## config.mk

```make
export PLATFORM = sky130hd
export DESIGN_NAME = framed_status_packet_receiver
export DESIGN_NICKNAME = d
export VERILOG_FILES = /design/src/rtl/core/fspr_pkg.sv /design/src/rtl/core/framed_status_packet_receiver.sv /design/src/rtl/core/fspr_step.sv
export SDC_FILE = /design/constraint.sdc
export NUM_CORES = 1
export LEC_CHECK = 0
export BUFFER_PORTS_ARGS = -buffer_cell sky130_fd_sc_hd__buf_2
export CAP_MARGIN = 25
export CORE_MARGIN = 1
export CORE_UTILIZATION = 55
export DETAILED_ROUTE_END_ITERATION = 10
export PLACE_DENSITY = 0.7
export RECOVER_POWER = 25
export SLEW_MARGIN = 20
export SYNTH_ARGS = -nofsm -noshare
export SYNTH_HDL_FRONTEND = slang
export SYNTH_SLANG_ARGS = --single-unit
```

## constraint.sdc

```tcl
create_clock -name clk -period 33.9 [get_ports clk]
set_input_delay 3.39 -clock clk [delete_from_list [all_inputs] [get_ports clk]]
set_output_delay 3.39 -clock clk [all_outputs]
set_load 0.02 [all_outputs]
```

## src/rtl/core/fspr_pkg.sv

```systemverilog
// Package for the framed status packet receiver.
// Holds the per-channel context type, result codes and byte constants.
// No dependencies.
package fspr_pkg;

  localparam logic [7:0] CHAR_COMMA = 8'h2C;
  localparam logic [7:0] CHAR_MINUS = 8'h2D;
  localparam logic [7:0] CHAR_ZERO  = 8'h30;
  localparam logic [7:0] CHAR_NINE  = 8'h39;

  localparam logic [1:0] KIND_ACCEPT  = 2'd0;
  localparam logic [1:0] KIND_REJECT  = 2'd1;
  localparam logic [1:0] KIND_TIMEOUT = 2'd2;

  localparam logic [1:0] SVC_MISSING = 2'd3;

  localparam logic [1:0] REG_START   = 2'd0;
  localparam logic [1:0] REG_END     = 2'd1;
  localparam logic [1:0] REG_FLOORS  = 2'd2;
  localparam logic [1:0] REG_TIMEOUT = 2'd3;

  typedef struct packed {
    logic        in_frame;
    logic [7:0]  byte_count;
    logic        nul_seen;
    logic [2:0]  comma_count;
    logic [7:0]  token_value;
    logic        tok_nonempty;
    logic        tok_neg;
    logic        tok_bad;
    logic        rec_bad;
    logic [16:0] pending;
    logic [16:0] last_rec;
    logic [15:0] elapsed;
    logic        timed_out;
    logic [15:0] reject_count;
  } ctx_t;

  typedef struct packed {
    logic        ch;
    logic [1:0]  kind;
    logic [16:0] rec;
    logic [1:0]  svc;
    logic [15:0] errs;
  } result_t;

endpackage

```

## src/rtl/core/framed_status_packet_receiver.sv

```systemverilog
// Top level of the framed status packet receiver.
// Holds the context memory, input/output stages and config registers;
// uses fspr_pkg and fspr_step.
//
//  channel   | dir | beat contents
//  ----------+-----+---------------------------------------------------
//  s_axis    | in  | tdata: channel[0] data_byte[8:1]; tuser: op
//  m_axis    | out | tdata: out_channel..error_count; tuser: result_kind
//  cfg       | in  | cfg_index (register), cfg_data (value)
//
// Each beat is read, then updated: the accepting edge reads the channel
// context from the memory; the update writes the new context back and loads
// any result into the output register. A new beat is taken every cycle
// while tready is high; a beat to the channel in update takes the freshly written
// context by forwarding. The output and skid registers hold results while
// m_axis stalls; hold off s_axis while the skid register is full, or while
// a result is about to land on a full output register that is not draining.
// Reset clears all contexts by valid bits (one per channel), so no clearing
// pass is needed.
module framed_status_packet_receiver #(
  parameter int CHANNELS    = 2,
  parameter int FRAME_BYTES = 32
) (
  input  logic        clk,
  input  logic        rst,
  input  logic        s_axis_tvalid,
  output logic        s_axis_tready,
  input  logic [15:0] s_axis_tdata,  // channel[0], data_byte[8:1], zero pad
  input  logic        s_axis_tuser,  // op
  output logic        m_axis_tvalid,
  input  logic        m_axis_tready,
  // out_channel[0], floor_pos[6:1], target_floor[12:7], occupied[13],
  // direction[15:14], service[17:16], error_count[33:18], zero pad
  output logic [39:0] m_axis_tdata,
  output logic [1:0]  m_axis_tuser,  // result_kind
  input  logic        cfg_valid,
  output logic        cfg_ready,
  input  logic [1:0]  cfg_index,
  input  logic [15:0] cfg_data
);

  localparam int CW = (CHANNELS > 1) ? $clog2(CHANNELS) : 1;

  // Configuration registers
  logic [7:0]  open_byte;
  logic [7:0]  close_byte;
  logic [6:0]  floor_count;
  logic [15:0] timeout_ticks;

  assign cfg_ready = 1'b1;

  always_ff @(posedge clk) begin
    if (rst) begin
      open_byte <= 8'd60;
      close_byte <= 8'd62;
      floor_count <= 7'd8;
      timeout_ticks <= 16'd1000;
    end else if (cfg_valid) begin
      case (cfg_index)
        fspr_pkg::REG_START:   open_byte <= cfg_data[7:0];
        fspr_pkg::REG_END:     close_byte <= cfg_data[7:0];
        fspr_pkg::REG_FLOORS:  floor_count <= cfg_data[6:0];
        fspr_pkg::REG_TIMEOUT: timeout_ticks <= cfg_data;
        default: ;
      endcase
    end
  end

  // Context memory with one valid bit per channel
  fspr_pkg::ctx_t ctx_mem [CHANNELS];
  logic [CHANNELS-1:0] ctx_ok;

  // Stage 1: memory read in flight
  logic        s1_valid;
  logic        s1_op;
  logic        s1_ch;
  logic [7:0]  s1_byte;
  logic        s1_in_range;
  fspr_pkg::ctx_t rd_data;
  logic        rd_ok;

  // Stage 2 write-back (same cycle as update)
  logic        wr_en;
  logic [CW-1:0] wr_addr;
  fspr_pkg::ctx_t wr_data;

  // Output register plus skid
  logic              out_full;
  fspr_pkg::result_t out_res;
  logic              skid_full;
  fspr_pkg::result_t skid_res;
  logic              new_res;

  logic in_ch;
  logic [CW-1:0] in_addr;
  logic accept;
  assign in_ch = s_axis_tdata[0];
  assign in_addr = CW'(in_ch);
  // Take a beat only if its result is sure to find room next cycle
  assign s_axis_tready = !skid_full && !(out_full && new_res && !m_axis_tready);
  assign accept = s_axis_tvalid && s_axis_tready;

  always_ff @(posedge clk) begin
    if (accept) begin
      rd_data <= ctx_mem[in_addr];
      rd_ok <= ctx_ok[in_addr];
    end
    if (wr_en) ctx_mem[wr_addr] <= wr_data;
  end

  always_ff @(posedge clk) begin
    if (rst) begin
      ctx_ok <= '0;
    end else if (wr_en) begin
      ctx_ok[wr_addr] <= 1'b1;
    end
  end

  always_ff @(posedge clk) begin
    if (rst) begin
      s1_valid <= 1'b0;
    end else begin
      s1_valid <= accept;
    end
    s1_op <= s_axis_tuser;
    s1_ch <= in_ch;
    s1_byte <= s_axis_tdata[8:1];
    s1_in_range <= 32'(in_ch) < CHANNELS;
  end

  // Forward the context written last cycle when the read hit the same entry
  logic        fwd_hit;
  logic [CW-1:0] s1_addr;
  logic        wr_en_d;
  logic [CW-1:0] wr_addr_d;
  fspr_pkg::ctx_t wr_data_d;
  fspr_pkg::ctx_t cur_ctx;

  assign s1_addr = CW'(s1_ch);

  always_ff @(posedge clk) begin
    if (rst) begin
      wr_en_d <= 1'b0;
    end else begin
      wr_en_d <= wr_en && accept && (wr_addr == in_addr);
    end
    wr_data_d <= wr_data;
    wr_addr_d <= wr_addr;
  end

  assign fwd_hit = wr_en_d && (wr_addr_d == s1_addr);

  always_comb begin
    if (fwd_hit) cur_ctx = wr_data_d;
    else if (rd_ok) cur_ctx = rd_data;
    else cur_ctx = '0;
  end

  fspr_pkg::ctx_t    step_next;
  logic              step_rv;
  fspr_pkg::result_t step_res;

  fspr_step #(.FRAME_BYTES(FRAME_BYTES)) u_step (
    .ctx           (cur_ctx),
    .op            (s1_op),
    .channel       (s1_ch),
    .data_byte     (s1_byte),
    .open_byte     (open_byte),
    .close_byte    (close_byte),
    .floor_count   (floor_count),
    .timeout_ticks (timeout_ticks),
    .ctx_next      (step_next),
    .res_valid     (step_rv),
    .res           (step_res)
  );

  assign wr_en = s1_valid && s1_in_range;
  assign wr_addr = s1_addr;
  assign wr_data = step_next;

  assign new_res = wr_en && step_rv;

  // Output register fills first; skid catches a result while the register waits
  always_ff @(posedge clk) begin
    if (rst) begin
      out_full <= 1'b0;
      skid_full <= 1'b0;
    end else begin
      if (!out_full || m_axis_tready) begin
        if (skid_full) begin
          out_full <= 1'b1;
          out_res <= skid_res;
          skid_full <= new_res;
          skid_res <= step_res;
        end else begin
          out_full <= new_res;
          out_res <= step_res;
        end
      end else if (new_res) begin
        skid_full <= 1'b1;
        skid_res <= step_res;
      end
    end
  end

  assign m_axis_tvalid = out_full;
  assign m_axis_tuser = out_res.kind;
  assign m_axis_tdata = {6'd0, out_res.errs, out_res.svc, out_res.rec[14:13],
                         out_res.rec[12], out_res.rec[11:6], out_res.rec[5:0],
                         out_res.ch};

endmodule

```

## src/rtl/core/fspr_step.sv

```systemverilog
// Per-item context update for the framed status packet receiver.
// Pure combinational next-state and result logic; uses fspr_pkg.
module fspr_step #(
  parameter int FRAME_BYTES = 32
) (
  input  fspr_pkg::ctx_t    ctx,
  input  logic              op,
  input  logic              channel,
  input  logic [7:0]        data_byte,
  input  logic [7:0]        open_byte,
  input  logic [7:0]        close_byte,
  input  logic [6:0]        floor_count,
  input  logic [15:0]       timeout_ticks,
  output fspr_pkg::ctx_t    ctx_next,
  output logic              res_valid,
  output fspr_pkg::result_t res
);

  localparam logic [7:0] KEEP_MAX = 8'(FRAME_BYTES - 1);

  // Check the current token as field comma_count and merge it into pending
  function automatic logic [17:0] finish_tok(input fspr_pkg::ctx_t c, input logic [6:0] fc);
    logic [6:0]  fcl;
    logic        ok;
    logic [16:0] r;
    logic [7:0]  v;
    fcl = (fc > 7'd64) ? 7'd64 : fc;
    v = c.token_value;
    r = c.pending;
    ok = c.tok_nonempty && !c.tok_bad && !(c.tok_neg && v != 8'd0);
    if (ok) begin
      case (c.comma_count)
        3'd0: begin
          ok = v < {1'b0, fcl};
          if (ok) r[5:0] = r[5:0] | v[5:0];
        end
        3'd1: begin
          ok = v < {1'b0, fcl};
          if (ok) r[11:6] = r[11:6] | v[5:0];
        end
        3'd2: begin
          ok = v <= 8'd1;
          if (ok) r[12] = r[12] | v[0];
        end
        3'd3: begin
          ok = v <= 8'd2;
          if (ok) r[14:13] = r[14:13] | v[1:0];
        end
        3'd4: begin
          if (v == 8'd1 || v == 8'd2 || v == 8'd3) r[16:15] = r[16:15] | v[1:0];
          else if (v != 8'd5) ok = 1'b0;
        end
        default: ok = 1'b0;
      endcase
    end
    return {~ok | c.rec_bad, r};
  endfunction

  logic [17:0] fin;
  logic [15:0] el_inc;
  logic [8:0]  mul_sum;
  logic [11:0] dig_val;

  assign fin = finish_tok(ctx, floor_count);
  assign el_inc = (ctx.elapsed != 16'hFFFF) ? ctx.elapsed + 16'd1 : ctx.elapsed;
  assign dig_val = 12'(ctx.token_value) * 12'd10 + 12'(data_byte - fspr_pkg::CHAR_ZERO);
  assign mul_sum = (dig_val > 12'd255) ? 9'd255 : dig_val[8:0];

  always_comb begin
    ctx_next = ctx;
    res_valid = 1'b0;
    res = '0;
    res.ch = channel;
    res.errs = ctx.reject_count;
    if (op) begin
      ctx_next.elapsed = el_inc;
      if (el_inc > timeout_ticks && !ctx.timed_out) begin
        ctx_next.timed_out = 1'b1;
        res_valid = 1'b1;
        res.kind = fspr_pkg::KIND_TIMEOUT;
        res.rec = ctx.last_rec;
        res.svc = fspr_pkg::SVC_MISSING;
      end
    end else if (!ctx.in_frame) begin
      if (data_byte == open_byte) begin
        ctx_next.in_frame = 1'b1;
        ctx_next.byte_count = '0;
        ctx_next.nul_seen = 1'b0;
        ctx_next.comma_count = '0;
        ctx_next.token_value = '0;
        ctx_next.tok_nonempty = 1'b0;
        ctx_next.tok_neg = 1'b0;
        ctx_next.tok_bad = 1'b0;
        ctx_next.rec_bad = 1'b0;
        ctx_next.pending = '0;
      end
    end else if (data_byte != close_byte) begin
      if (!ctx.nul_seen && ctx.byte_count < KEEP_MAX) begin
        ctx_next.byte_count = ctx.byte_count + 8'd1;
        if (data_byte == 8'd0) begin
          ctx_next.nul_seen = 1'b1;
        end else if (!ctx.rec_bad) begin
          if (data_byte == fspr_pkg::CHAR_COMMA) begin
            ctx_next.rec_bad = fin[17] | (ctx.comma_count >= 3'd4);
            ctx_next.pending = fin[16:0];
            ctx_next.token_value = '0;
            ctx_next.tok_nonempty = 1'b0;
            ctx_next.tok_neg = 1'b0;
            ctx_next.tok_bad = 1'b0;
            if (ctx.comma_count < 3'd4) ctx_next.comma_count = ctx.comma_count + 3'd1;
          end else if (data_byte == fspr_pkg::CHAR_MINUS && !ctx.tok_nonempty) begin
            ctx_next.tok_nonempty = 1'b1;
            ctx_next.tok_neg = 1'b1;
          end else if (data_byte >= fspr_pkg::CHAR_ZERO && data_byte <= fspr_pkg::CHAR_NINE) begin
            ctx_next.token_value = mul_sum[7:0];
            ctx_next.tok_nonempty = 1'b1;
          end else begin
            ctx_next.tok_nonempty = 1'b1;
            ctx_next.tok_bad = 1'b1;
          end
        end
      end
    end else begin
      res_valid = 1'b1;
      ctx_next.in_frame = 1'b0;
      if (ctx.rec_bad || fin[17] || ctx.comma_count != 3'd4) begin
        ctx_next.reject_count = ctx.reject_count + 16'd1;
        res.kind = fspr_pkg::KIND_REJECT;
        res.errs = ctx.reject_count + 16'd1;
      end else begin
        ctx_next.last_rec = fin[16:0];
        ctx_next.elapsed = '0;
        ctx_next.timed_out = 1'b0;
        res.kind = fspr_pkg::KIND_ACCEPT;
        res.rec = fin[16:0];
        res.svc = fin[16:15];
      end
      ctx_next.byte_count = '0;
      ctx_next.nul_seen = 1'b0;
      ctx_next.comma_count = '0;
      ctx_next.token_value = '0;
      ctx_next.tok_nonempty = 1'b0;
      ctx_next.tok_neg = 1'b0;
      ctx_next.tok_bad = 1'b0;
      ctx_next.rec_bad = 1'b0;
      ctx_next.pending = '0;
    end
  end

endmodule

```

# After elaboration in Yosys (flattened, before gate mapping)
# Memories as Yosys holds them, arrays and structs flattened. A register that Yosys moved wholly into a read port is not among the register bits.
# Index checks and enable logic that the tools add are counted.
# word_totals
ff_bits,223
ram_bits,184
inputBits,40
out_inout_bits,45
wordCells,202
mem_count,1
# classes
n_addsub,6
multipliers,1
n_lt_le_gt_ge,14
n_eq_ne,20
n_mux,70
bitwise,10
reduce_logical,42
# memory_table
memory,words,word_bits,read_ports,rd_ports_with_merged_regs,wr,line_no,source
ctx_mem,2,92,1,1,1,framed_status_packet_receiver.sv:70,fspr_pkg::ctx_t ctx_mem [CHANNELS];
# op_table
cell,n
2-to-1 mux 92 bit,2
2-to-1 mux 38 bit,4
2-to-1 mux 50 bit,2
2-to-1 mux 42 bit,2
2-to-1 mux 41 bit,2
2-to-1 mux 16 bit,4
2-to-1 mux 32 bit,2
2-to-1 mux 59 bit,1
2-to-1 mux 21 bit,2
2-to-1 mux 37 bit,1
2-to-1 mux 36 bit,1
2-to-1 mux 17 bit,2
2-to-1 mux 34 bit,1
"adder 16 x 1 -> 16 bit, second input constant",2
2-to-1 mux 1 bit,25
2-to-1 mux 6 bit,4
2-to-1 mux 8 bit,3
2-to-1 mux 19 bit,1
2-to-1 mux 18 bit,1
"equality test 8 x 2 -> 1 bit, second input constant",2
"equality test 8 x 6 -> 1 bit, second input constant",2
> comparator 16 bit,1
logical AND 1 bit,16
"!= test 16 bit, second input constant",1
49 further kinds,79

# Longest topological paths before layout
# Gate-level depths: netlist (run 1).
# depth
word_depth,19
mapped_depth,26

# Cells and area by module
# A second synthesis (run 1) with hierarchy kept.
# hier_totals
cells_unflattened,1707
area_unflattened_um2,21817.2
# by_module_without_submodules
module,n_inst,cells_each,area_per_inst_um2,seq_area_each_um2
framed_status_packet_receiver,1,1088,17654.4,13442.9
fspr_step,1,619,4162.7,0.0

# Least setup slack after synthesis (run 1)
# OpenSTA, ideal clock, no wires.
# synth_path
kind,register -> register
from,register rd_ok
to,"register, netlist name rd_data[0]"
setup_time_ns,0.671
arrival_ns,11.158
setup_slack_ns,22.071
path_stages_with_launch,23
path_cell_list,edfxtp_1 > buf_2 > buf_2 > buf_2 > clkbuf_1 > nand2_1 > o21ai_1 > ha_1 > o21ai_0 > or2_2 > or4_1 > buf_2 > nand3_1 > xnor2_1 > ha_1 > nand4_1 > nor2_1 > a221oi_1 > o21ai_0 > o211ai_1 > a21boi_0 > and2_1 > nor3b_1
# synth_between
elab_chain_len,14
# synth_rtl
item,line_no,source
start: declaration,framed_status_packet_receiver.sv:80,logic rd_ok;
start signal: assignment,framed_status_packet_receiver.sv:106,rd_ok <= ctx_ok[in_addr];
2-to-1 mux 92 bit (*),framed_status_packet_receiver.sv:155,else if (rd_ok) cur_ctx = rd_data;
2-to-1 mux 92 bit (*),framed_status_packet_receiver.sv:154,if (fwd_hit) cur_ctx = wr_data_d;
adder 16 x 1 -> 16 bit / != test 16 bit (equally long branches),fspr_step.sv:65,assign el_inc = (ctx.elapsed != 16'hFFFF) ? ctx.elapsed + 16'd1 : ctx.elapsed;
2-to-1 mux 16 bit,fspr_step.sv:65,
> comparator 16 bit,fspr_step.sv:77,if (el_inc > timeout_ticks && !ctx.timed_out) begin
logical AND 1 bit,fspr_step.sv:77,
2-to-1 mux 1 bit,fspr_step.sv:77,
2-to-1 mux 1 bit (*),fspr_step.sv:75,if (op) begin
logical AND 1 bit (*),framed_status_packet_receiver.sv:181,assign new_res = wr_en && step_rv;
logical AND 1 bit (*) (2 in series),framed_status_packet_receiver.sv:100,assign s_axis_tready = !skid_full && !(out_full && new_res && !m_axis_tready);
zero test 1 bit (*),framed_status_packet_receiver.sv:100,
logical AND 1 bit (*),framed_status_packet_receiver.sv:100,
logical AND 1 bit (*),framed_status_packet_receiver.sv:101,assign accept = s_axis_tvalid && s_axis_tready;
via accept,framed_status_packet_receiver.sv:96,logic accept;
# Mark *: on every way through the listed nets, which the timed path passes. The rest lies on a longest branch.
# A chain may end at the register's enable or synchronous reset.

# Worst setup path in the final report (run 1)
# layout_path
from,"register s1_ch, in the netlist s1_addr"
to,output s_axis_tready
# layout_between
elab_chain_len,14
# layout_rtl
item,line_no,source
start: declaration,framed_status_packet_receiver.sv:76,logic s1_ch;
start signal: assignment,framed_status_packet_receiver.sv:126,s1_ch <= in_ch;
equality test 1 bit (*),framed_status_packet_receiver.sv:151,assign fwd_hit = wr_en_d && (wr_addr_d == s1_addr);
logical AND 1 bit (*),framed_status_packet_receiver.sv:151,
2-to-1 mux 92 bit (*),framed_status_packet_receiver.sv:154,
adder 16 x 1 -> 16 bit / != test 16 bit (equally long branches),fspr_step.sv:65,
2-to-1 mux 16 bit,fspr_step.sv:65,
> comparator 16 bit,fspr_step.sv:77,
logical AND 1 bit,fspr_step.sv:77,
2-to-1 mux 1 bit,fspr_step.sv:77,
2-to-1 mux 1 bit (*),fspr_step.sv:75,
logical AND 1 bit (*),framed_status_packet_receiver.sv:181,
logical AND 1 bit (*) (2 in series),framed_status_packet_receiver.sv:100,
zero test 1 bit (*),framed_status_packet_receiver.sv:100,
logical AND 1 bit (*),framed_status_packet_receiver.sv:100,
end: declaration,framed_status_packet_receiver.sv:27,"output logic s_axis_tready,"
# Every way passes the cells marked *; elsewhere a longest branch is shown, timed or not.

==> flow_summary.ini, run 1 <==
[global_route]
grt_max_degree = 78
grt.overflow.total = 0
grt_antenna_before_repair = 1
grt_util_all_layers_pct = 23.68
grt_pass1_wl_um = 75360
grt_pass1_vias = 14101

[drt]
wirelength_um = 47760
routedWlPerCell_um = 19.52
viasPerCell = 5.886
drc = 0
vias = 14396
drt-initial-drc-count = 1063
final_antenna_net_count = 0
drtPass1Iterations = 5

[yosys]
synth-edff-count = 343
yosysUniqueCellTypes = 92
avgSynthCellArea_um2 = 11.79
synth_top_cell_by_area = edfxtp_1
ys_top_cells_by_area = edfxtp_1, dfxtp_1, mux2_2
synth.top_cell.area_share_pct = 47.41
synth_warnings = 0
synthCells = 1842
ys_seq_elements = 489
yosysSeqAreaShare_pct = 60.87
synth_ff_type = edfxtp_1
synth_area_mm2 = 0.02172
async_flop_share_pct = 0

[power_and_ir_drop]
power.density_mw_per_mm2 = 54.61
seq_power_share_pct = 51.7
p_sw_uw = 303.0
clock_power_share_pct = 40.0
total_power_mw = 1.312
switching_share_pct = 23.10
comb_power_share_pct = 8.4
p_leak_nw = 8.918
p_int_mw = 1.009
ir_worst_vdd_v = 0.00003833

[sta]
fin_skew_ns = 0.03413
fmax_mhz = 99.52
rsz0062_at_grt = false
slew_headroom_pct = -170.5
setup-violations-final = 0
finalCriticalPeriod_ns = 10.05
drv_slew = 286
timing.hold.ws_ns = 0.4559
worst_pin_slew_ns = 4.058
layout_setup_ws_ns = 23.85
setup_tns_ns = 0
post-route-period-util_pct = 29.64
hold_viol_final = 0

[worst_hold_path]
holdPathStages = 2
hold_path_class = register to register

[floorplanning]
num_rows = 72
die_w_um = 200.7
placeableCoreArea_mm2 = 0.03883
die-area_mm2 = 0.04030
ioPinCount = 85
die_height_um = 200.7
start_util_pct = 55.95

[final_layout]
syn_to_final_growth_pct = 10.56
fin_cells = 2446
drive_gt1_share_pct = 15.04
final_util_pct = 61.86
stdcell_area_mm2 = 0.02402
nets = 1981
n_antenna_cell = 0

[clock_network]
cts_sinks = 489
clk_latency_ns = 0.60
cts_setup_buffers = 0
hold_buffers = 0
htreeDepth = 2
cts_max_path_buffers = 3
clk_pin_slew_ns = 0.06
cts.repair.resized = 0
cts-root-buf = clkbuf_16
cts_tree = done
cts-buffers-inserted = 48

[setup_path]
worstRegToRegCells = 21
required_ns = 30.51
critPathLaunchType = register
cp-end-kind = output port
path_class = register to output port
cp_max_fo = 27
critical_path_arrival_ns = 6.66

[placement]
port_buffers = 70
dpl_cell_area_mm2 = 0.02245
gp_congestion = 0.8436
post-place-ws_ns = 24.60
hpwl_um = 29090
dp_cells = 2354

[outcome]
status = finished with violations
violations = max-capacitance violations, max-slew violations

[run]
drv_cap = 6
critical path, cell delays in order (launching register included):
cell	delay [ns]
dfxtp_1	0.45
xnor2_4	0.70
buf_4	0.47
nand3_1	0.13
o21ai_0	0.26
nand4_1	0.51
or4_1	0.79
nand3_1	0.16
xnor2_1	0.24
ha_1	0.33
nand4_1	0.09
nor2_1	0.07
a221oi_1	0.22
o21ai_0	0.19
o211ai_1	0.21
buf_4	0.32
a21boi_0	0.23
and2_1	0.30
nor2_1	0.12
buf_2	0.22
kinds of logic (layout without fill, tap and decap cells):
family / Yosys count / in the layout / synth area share [%]
XOR/XNOR: 50 / 50 / 2.085
flip-flops: 489 / 489 / 60.87
AND/OR/NAND/NOR: 611 / 611 / 13.61
adder cells (fa/ha/maj): 54 / 54 / 3.168
AO/OA/AOI/OAI: 349 / 349 / 10.78
other: 2 / 7 / 0.03457
multiplexers: 114 / 114 / 5.858
buffers and inverters: 173 / 254 / 3.600
synth_stat cells, drive strengths merged (7+ instances only):
| library cell | n |
|---|---|
| a211o | 13 |
| a211oi | 10 |
| a21o | 10 |
| a21oi | 112 |
| a22o | 11 |
| a31oi | 22 |
| and2 | 11 |
| and3 | 42 |
| buf | 50 |
| clkbuf | 52 |
| dfxtp | 146 |
| edfxtp | 343 |
| ha | 51 |
| inv | 67 |
| mux2 | 99 |
| mux2i | 15 |
| nand2 | 241 |
| nand2b | 17 |
| nand3 | 73 |
| nand3b | 10 |
| nand4 | 12 |
| nor2 | 106 |
| nor2b | 12 |
| nor3 | 34 |
| nor4 | 15 |
| o211ai | 20 |
| o21a | 14 |
| o21ai | 68 |
| o22ai | 8 |
| o31ai | 13 |
| or4 | 7 |
| xnor2 | 24 |
| xor2 | 26 |
power groups by stage:
stage                     Combinational (mW)  Sequential [mW]  Clock, mW
final                                  0.110            0.678      0.525
after global routing                   0.120            0.680      0.558
after CTS                              0.109            0.677      0.533
after detailed placement               0.108            0.690          0
after global placement                 0.104            0.688          0
after floorplan                       0.0761            0.691          0
path summary, 6_finish.rpt:
path | startpoint | to | slack, ns
worst min-delay path | timeout_ticks[15] | timeout_ticks[15] | 0.46
worst max register to register | s1_addr | rd_data[70] | 26.39
worst min register to register | timeout_ticks[15] | timeout_ticks[15] | 0.46
worst max-delay path | s1_addr | s_axis_tready | 23.85
metal layers:
| layer | track usage (%) | vias to the layer above | share of wire (%) |
|---|---|---|---|
| li1 | - | 6824 | - |
| met1 | 33.60 | 6969 | 44 |
| met2 | 37.67 | 535 | 46 |
| met3 | 4.156 | 68 | 7.6 |
| met4 | 6.434 | 0 | 1.8 |
| met5 | 0 | - | 0 |
cells in the final DEF (no fill, tap or decap), drive strengths merged, types with 8 or more instances in the layout:
| cell type | n |
|---|---|
| o22ai | 8 |
| nand4 | 12 |
| ha | 51 |
| a22o | 11 |
| nand3 | 73 |
| edfxtp | 343 |
| nor2 | 106 |
| o21a | 14 |
| nor4 | 15 |
| o31ai | 13 |
| clkbuf | 76 |
| o21ai | 68 |
| and3 | 42 |
| nand2 | 241 |
| and2 | 11 |
| mux2 | 99 |
| nand3b | 10 |
| a21oi | 112 |
| a21o | 10 |
| nor2b | 12 |
| a211o | 13 |
| dfxtp | 146 |
| nand2b | 17 |
| mux2i | 15 |
| a211oi | 10 |
| xor2 | 26 |
| a31oi | 22 |
| buf | 88 |
| nor3 | 34 |
| clkinv | 20 |
| xnor2 | 24 |
| inv | 67 |
| o211ai | 20 |
final cells by class:
| type | count | area (µm²) |
|---|---|---|
| clock buffer | 71 | 1369 |
| clock inverter | 19 | 195.2 |
| fill | 3089 | 14810 |
| inverter | 71 | 266.5 |
| multi-input combinational | 1185 | 7769 |
| sequential | 489 | 13220 |
| tap | 518 | 648.1 |
| timing repair buffer | 93 | 546.8 |
registers in the layout, indices dropped and copies added (netlist names), 2 cells and up:
name / cells
ctx_mem: 180
rd_data: 90
wr_data_d: 90
skid_res: 36
m_axis_tdata: 34
timeout_ticks: 16
close_byte: 8
open_byte: 8
s1_byte: 8
floor_count: 7
ctx_ok: 2
m_axis_tuser: 2
Note: power is estimated with default switching activity, not from simulation.
==> run 2, diff against run 1 <==
--- a/config.mk
+++ b/config.mk
@@ -5,6 +5,7 @@
 export SDC_FILE = /design/constraint.sdc
 export NUM_CORES = 1
 export LEC_CHECK = 0
+export ABC_AREA = 1
 export BUFFER_PORTS_ARGS = -buffer_cell sky130_fd_sc_hd__buf_2
 export CAP_MARGIN = 25
 export CORE_MARGIN = 1
==> constraint.sdc (replaced) <==
create_clock -name clk -period 9.9 [get_ports clk]
set_input_delay 0.99 -clock clk [delete_from_list [all_inputs] [get_ports clk]]
set_output_delay 0.99 -clock clk [all_outputs]
set_load 0.02 [all_outputs]
==> run 2 against run 1 <==
  * The flow still finishes with violations (max-capacitance violations, max-slew violations)
  * Clock power grew to 3.4 times the previous value
  * Global-route usage rose by 1.6 points
  * Die area up 2.7%
  * Wire length grew 7.2%
  * Setup slack worse by 20 ns
  * First-iteration DRC count is 0.28% higher
  * Combinational power rose to 3.6 times the previous value
  * Critical path type unchanged
  * Highest routed layer unchanged
==> flow_summary.ini, run 2 <==
[outcome]
status = finished with violations
violations = max-capacitance violations, max-slew violations

[global_route]
grt_antenna_before_repair = 0
grt_util_all_layers_pct = 25.26
grt_max_degree = 79
grt.overflow.total = 0
grt_pass1_vias = 15777
grt_pass1_wl_um = 81950

[floorplanning]
num_rows = 73
die_w_um = 203.4
ioPinCount = 85
placeableCoreArea_mm2 = 0.03991
start_util_pct = 55.90
die_height_um = 203.4
die-area_mm2 = 0.04138

[clock_network]
clk_latency_ns = 0.61
clk_pin_slew_ns = 0.06
cts_setup_buffers = 0
hold_buffers = 0
htreeDepth = 2
cts_max_path_buffers = 3
cts-root-buf = clkbuf_16
cts-buffers-inserted = 49
cts_tree = done
cts_sinks = 489
cts.repair.resized = 0

[drt]
wirelength_um = 51220
routedWlPerCell_um = 17.14
vias = 16219
viasPerCell = 5.428
drt-initial-drc-count = 1066
drtPass1Iterations = 5
final_antenna_net_count = 0
drc = 0

[yosys]
async_flop_share_pct = 0
synth_warnings = 0
ys_top_cells_by_area = edfxtp_1, dfxtp_1, nand2_1
synth_most_common_cell = nand2_1
synthCells = 2373
ys_top_cells_by_count = nand2_1, edfxtp_1, inv_1
synth.top_cell.area_share_pct = 46.16
ys_seq_elements = 489
yosysUniqueCellTypes = 58
synth-edff-count = 343
avgSynthCellArea_um2 = 9.403
synth_ff_type = edfxtp_1
synth_area_mm2 = 0.02231
synth_top_cell_by_area = edfxtp_1
yosysSeqAreaShare_pct = 59.26

[sta]
timing.hold.ws_ns = 0.4580
rsz0062_at_grt = false
worst_pin_slew_ns = 3.529
slew_headroom_pct = -135.3
setup_tns_ns = 0
finalCriticalPeriod_ns = 6.543
setup-violations-final = 0
drv_slew = 197
hold_viol_final = 0
fin_skew_ns = 0.02036
post-route-period-util_pct = 66.09
fmax_mhz = 152.8

[final_layout]
largest_reg_flops = 180
syn_to_final_growth_pct = 9.633
drive_gt1_share_pct = 8.364
reg.largest.list = ctx_mem: 180 flops, rd_data: 90 flops, wr_data_d: 90 flops
top_register = ctx_mem
stdcell_area_mm2 = 0.02446
n_antenna_cell = 0
mostFrequentLayoutCells = nand2_1, edfxtp_1, inv_1
final_common_cell = nand2_1
nets = 2516

[power_and_ir_drop]
p_leak_nw = 10.24
ir_worst_vdd_v = 0.0001523
power.density_mw_per_mm2 = 184.1
total_power_mw = 4.504

[run]
drv_cap = 5

[setup_path]
critPathLaunchType = register
cp-end-kind = output port
r2r_slack_ns = 3.47
cp_max_fo = 33
critical_path_arrival_ns = 5.55
path_class = register to output port
required_ns = 8.91

[placement]
hpwl_um = 32240
port_buffers = 70
gp_congestion = 0.9297
dpl_cell_area_mm2 = 0.02298

[worst_hold_path]
hold_path_class = register to register
run 2: changes by cell type after synthesis, moves of 16 or more:
cell      previous run  this run
a31oi_1             21         3
o21ai_0             56       115
inv_2                0        16
mux2_2              97         0
nor3_1              34        16
o21ai_1             12        33
nand2b_1            16         0
a21oi_1            108        65
nand2_1            240       730
and3_1              42         0
inv_1               67       238
nand4_1             12        36
nor2_1             104       131
nand3_1             73       195
run 2: stage by stage:
stage,setup slack (ns),utilization [%],instances
4_1_cts,3.372,61.42,2986
3_5_place_dp,3.554,57.57,2895
6_report,3.357,61.29,2988
2_1_floorplan,2.231,-,2378
5_1_grt,2.920,61.29,2988
3_3_place_gp,3.560,57.50,2894
run 2: cell type report:
cell class                      count  area, µm²
Fill cell                        3335      15450
Clock buffer                       67       1304
Tap cell                          525      656.9
Multi-Input combinational cell   1533       7591
Inverter                          258      969.7
Clock inverter                     24      234.0
Sequential cell                   489      13220
Timing Repair Buffer               92      485.5
run 2: critical path, stage by stage, from the launching register on:
cell and delay (ns):
dfxtp_1 0.75, nand3_4 0.54, o21ai_2 0.41, ha_1 0.28, nand3_2 0.11, inv_2 0.09, nand3_2 0.08, nor2_2 0.14
nand4_1 0.11, xor2_1 0.15, nand2_1 0.14, ha_1 0.31, nand2_1 0.09, nor2_1 0.15, inv_1 0.06, o221a_2 0.24
nand2_1 0.10, nand3_1 0.33, a21oi_1 0.33, nand2_1 0.13, nand2_1 0.18, inv_1 0.05, buf_2 0.15
run 2: worst paths after layout:
kind / startpoint / to / depth (start not counted)
min: s1_addr / wr_addr_d / 0
max reg2reg: wr_en_d / rd_data[28] / 22
max: wr_en_d / s_axis_tready / 22
min reg2reg: s1_addr / wr_addr_d / 0
run 2: kinds of logic after synthesis:
kind of cell	share of synthesized area, %
adders and majority gates	3.039
other	0.03366
AOI/OAI and AO/OA	6.931
DFF	59.26
xor gates and xnor gates	1.514
and+or+nand+nor	22.31
buffers and inverters	6.914
run 2: metal layers:
metal | track usage, % | vias to the layer above | routed length [µm]
met3 | 4.394 | 106 | 3027
met4 | 8.539 | 0 | 1539
met5 | 0 | - | 0
met1 | 32.25 | 7658 | 22010
li1 | - | 7957 | -
met2 | 43.41 | 498 | 24640
run 2: power breakdown:
part / switching [mW] / leakage, nW / total, mW / internal [mW]
clock: 0.776 / 0.749 / 1.78 / 1.01
combinational: 0.286 / 4.98 / 0.401 / 0.115
sequential: 0.0285 / 4.51 / 2.32 / 2.29
==> run 3, diff against run 2 <==
--- a/config.mk
+++ b/config.mk
@@ -11,7 +11,7 @@
 export CORE_MARGIN = 1
 export CORE_UTILIZATION = 55
 export DETAILED_ROUTE_END_ITERATION = 10
-export PLACE_DENSITY = 0.7
+export PLACE_DENSITY = 0.73
 export RECOVER_POWER = 25
 export SLEW_MARGIN = 20
 export SYNTH_ARGS = -nofsm -noshare
==> constraint.sdc (replaced) <==
create_clock -name clk -period 5.9 [get_ports clk]
set_input_delay 0.59 -clock clk [delete_from_list [all_inputs] [get_ports clk]]
set_output_delay 0.59 -clock clk [all_outputs]
set_load 0.02 [all_outputs]
==> run 3 against run 2 <==
  * The flow still finishes with violations (max-capacitance violations, max-slew violations)
  * Largest power group unchanged
  * Highest routed layer unchanged
  * Non-clock buffer count is 19 higher
  * Critical path depth is 1 lower
  * Combinational power is 73% higher
==> flow_summary.ini, run 3 (synthesized netlist as in run 2, its figures left out) <==
[worst_hold_path]
whs_endpoint = s1_byte[1]
hold_path_class = primary input to register
holdPathStages = 1
min_from = s_axis_tdata[2]

[global_route]
grt_util_all_layers_pct = 25.75
grt_max_degree = 70
grt_antenna_before_repair = 0
grt_pass1_wl_um = 83720
grt.overflow.total = 0
grt_pass1_vias = 16156

[power_and_ir_drop]
p_leak_nw = 10.40
ir_worst_vdd_v = 0.0002261
power.density_mw_per_mm2 = 309.6

[clock_network]
clk_latency_ns = 0.60
cts_max_path_buffers = 3
htreeDepth = 2
cts-buffers-inserted = 50
cts_sinks = 489
cts-root-buf = clkbuf_16
hold_buffers = 0
clk_pin_slew_ns = 0.06
cts_tree = done

[run]
drv_cap = 6

[setup_path]
worstRegToRegCells = 25
cp_max_fo = 17
cp-end-kind = output port
r2r-start = wr_addr_d
r2r_slack_ns = 0.61
critical_path_arrival_ns = 4.97
crit_path_start = s1_addr
worst_path_most_repeated_cell = nand2_1
critPathMaxStageDelay_ns = 0.41
path_class = register to output port
crit_chain = inv_2 -> nand2_4 -> nand3_4 -> buf_4 -> o21ai_4 -> nand2_1 -> nor3b_1 -> nand3b_1 -> o31a_1 -> ha_1 -> nand2_1 -> nor2_1 -> inv_1 -> o221a_2 -> nand2_1 -> nand3_2 -> a21oi_1 -> nand2_1 -> nand2_1 -> inv_1 -> buf_2
crit_slowest_cell = dfxtp_2
critPathLaunchType = register
reg2reg_to = ctx_mem[0][77]
required_ns = 5.31

[drt]
viasPerCell = 5.504
drtPass1Iterations = 6
vias = 16572
routedWlPerCell_um = 17.52
drt-initial-drc-count = 1496
final_antenna_net_count = 0
drc = 0
wirelength_um = 52740

[placement]
hpwl_um = 32920
port_buffers = 70
dpl_cell_area_mm2 = 0.02308
gp_congestion = 0.9124
dp_cells = 2905

[sta]
setup-violations-final = 0
fin_skew_ns = 0.02728
hold_viol_final = 0
setup_tns_ns = 0
fmax_mhz = 179.9
worst_pin_slew_ns = 3.215
rsz0062_at_grt = false
drv_slew = 220
timing.hold.ws_ns = 0.1095
post-route-period-util_pct = 94.20
slew_headroom_pct = -114.4
finalCriticalPeriod_ns = 5.558

[final_layout]
num-fill-cells = 3243
stdcell_area_mm2 = 0.02477
nets = 2538
n_antenna_cell = 0
fin_cells = 3011
reg.largest.list = ctx_mem: 180 flops, rd_data: 90 flops, wr_data_d: 90 flops
syn_to_final_growth_pct = 11.01
top_register = ctx_mem
final_common_cell = nand2_1
mostFrequentLayoutCells = nand2_1, edfxtp_1, inv_1
largest_reg_flops = 180
final_util_pct = 62.06
drive_gt1_share_pct = 9.574

[outcome]
status = finished with violations
violations = max-capacitance violations, max-slew violations

[floorplanning]
die_w_um = 203.4
start_util_pct = 55.90
die-area_mm2 = 0.04138
num_rows = 73
ioPinCount = 85
placeableCoreArea_mm2 = 0.03991
die_height_um = 203.4
[run 3: changes by cell type in the layout (fill, tap and decap cells not counted), moves of 2 or more]
cell       previous run  this run
buf_4                16        30
buf_2                45        48
clkbuf_16            49        51
clkinv_1             14        10
inv_6                 0         2
nand3_2               4         6
clkbuf_1             47        43
clkbuf_8              1         7
buf_12                0         4
[run 3: layout make-up]
| cell class | instances | area [µm²] | share of cell area, % |
|---|---|---|---|
| clock buffer | 73 | 1429 | 5.769 |
| clock inverter | 20 | 176.4 | 0.7122 |
| inverter | 258 | 969.7 | 3.915 |
| multi-input combinational | 1535 | 7636 | 30.83 |
| sequential | 489 | 13220 | 53.39 |
| tap | 525 | 656.9 | 2.652 |
| timing repair buffer | 111 | 678.2 | 2.738 |
[run 3: how the worst max path moves through the flow]
stage,slack [ns],to,cells after the start
global placement,0.68,s_axis_tready,24
CTS,0.04,s_axis_tready,21
global route,0.05,s_axis_tready,25
floorplan,0.37,skid_res[0],24
finish,0.34,s_axis_tready,21
detailed placement,0.58,s_axis_tready,24
[run 3: report_power, final]
group / switching [mW] / total [mW] / internal (mW)
combinational: 0.491 / 0.692 / 0.201
sequential: 0.0509 / 3.90 / 3.84
clock: 1.31 / 3.08 / 1.78
[run 3: critical path, delay by kind of cell, from the launching register on]
family	cells	cell delay (ns)
AND/OR/NAND/NOR	11	1.93
flip-flops	1	0.41
AO/OA/AOI/OAI	4	1.05
adder cells (fa/ha/maj)	1	0.30
buffers and inverters	5	0.65
[run 3: per-layer routing]
layer	share of wire [%]	wire length [µm]	track usage (%)	up-vias
met5	0	0	0	-
met4	2.9	1548	8.861	0
met3	6.4	3352	3.851	104
met2	49	25730	44.73	614
met1	42	22110	32.82	7831
li1	-	-	-	8023
[run 3: metrics by stage]
stage          power, mW  setup WS (ns)
2_1_floorplan      4.442         0.3724
3_3_place_gp       4.608         0.6765
3_5_place_dp       4.640         0.5830
4_1_cts            7.698        0.04261
5_1_grt            7.931        0.05379
6_report           7.669         0.3424
[run 3: repair_timing]
item | CTS | global route
pin swaps | 1 | 1
resized for setup | 0 | 5
setup endpoints to repair | 1 | 1
buffers inserted | 0 | 7
cloned | 1 | 1
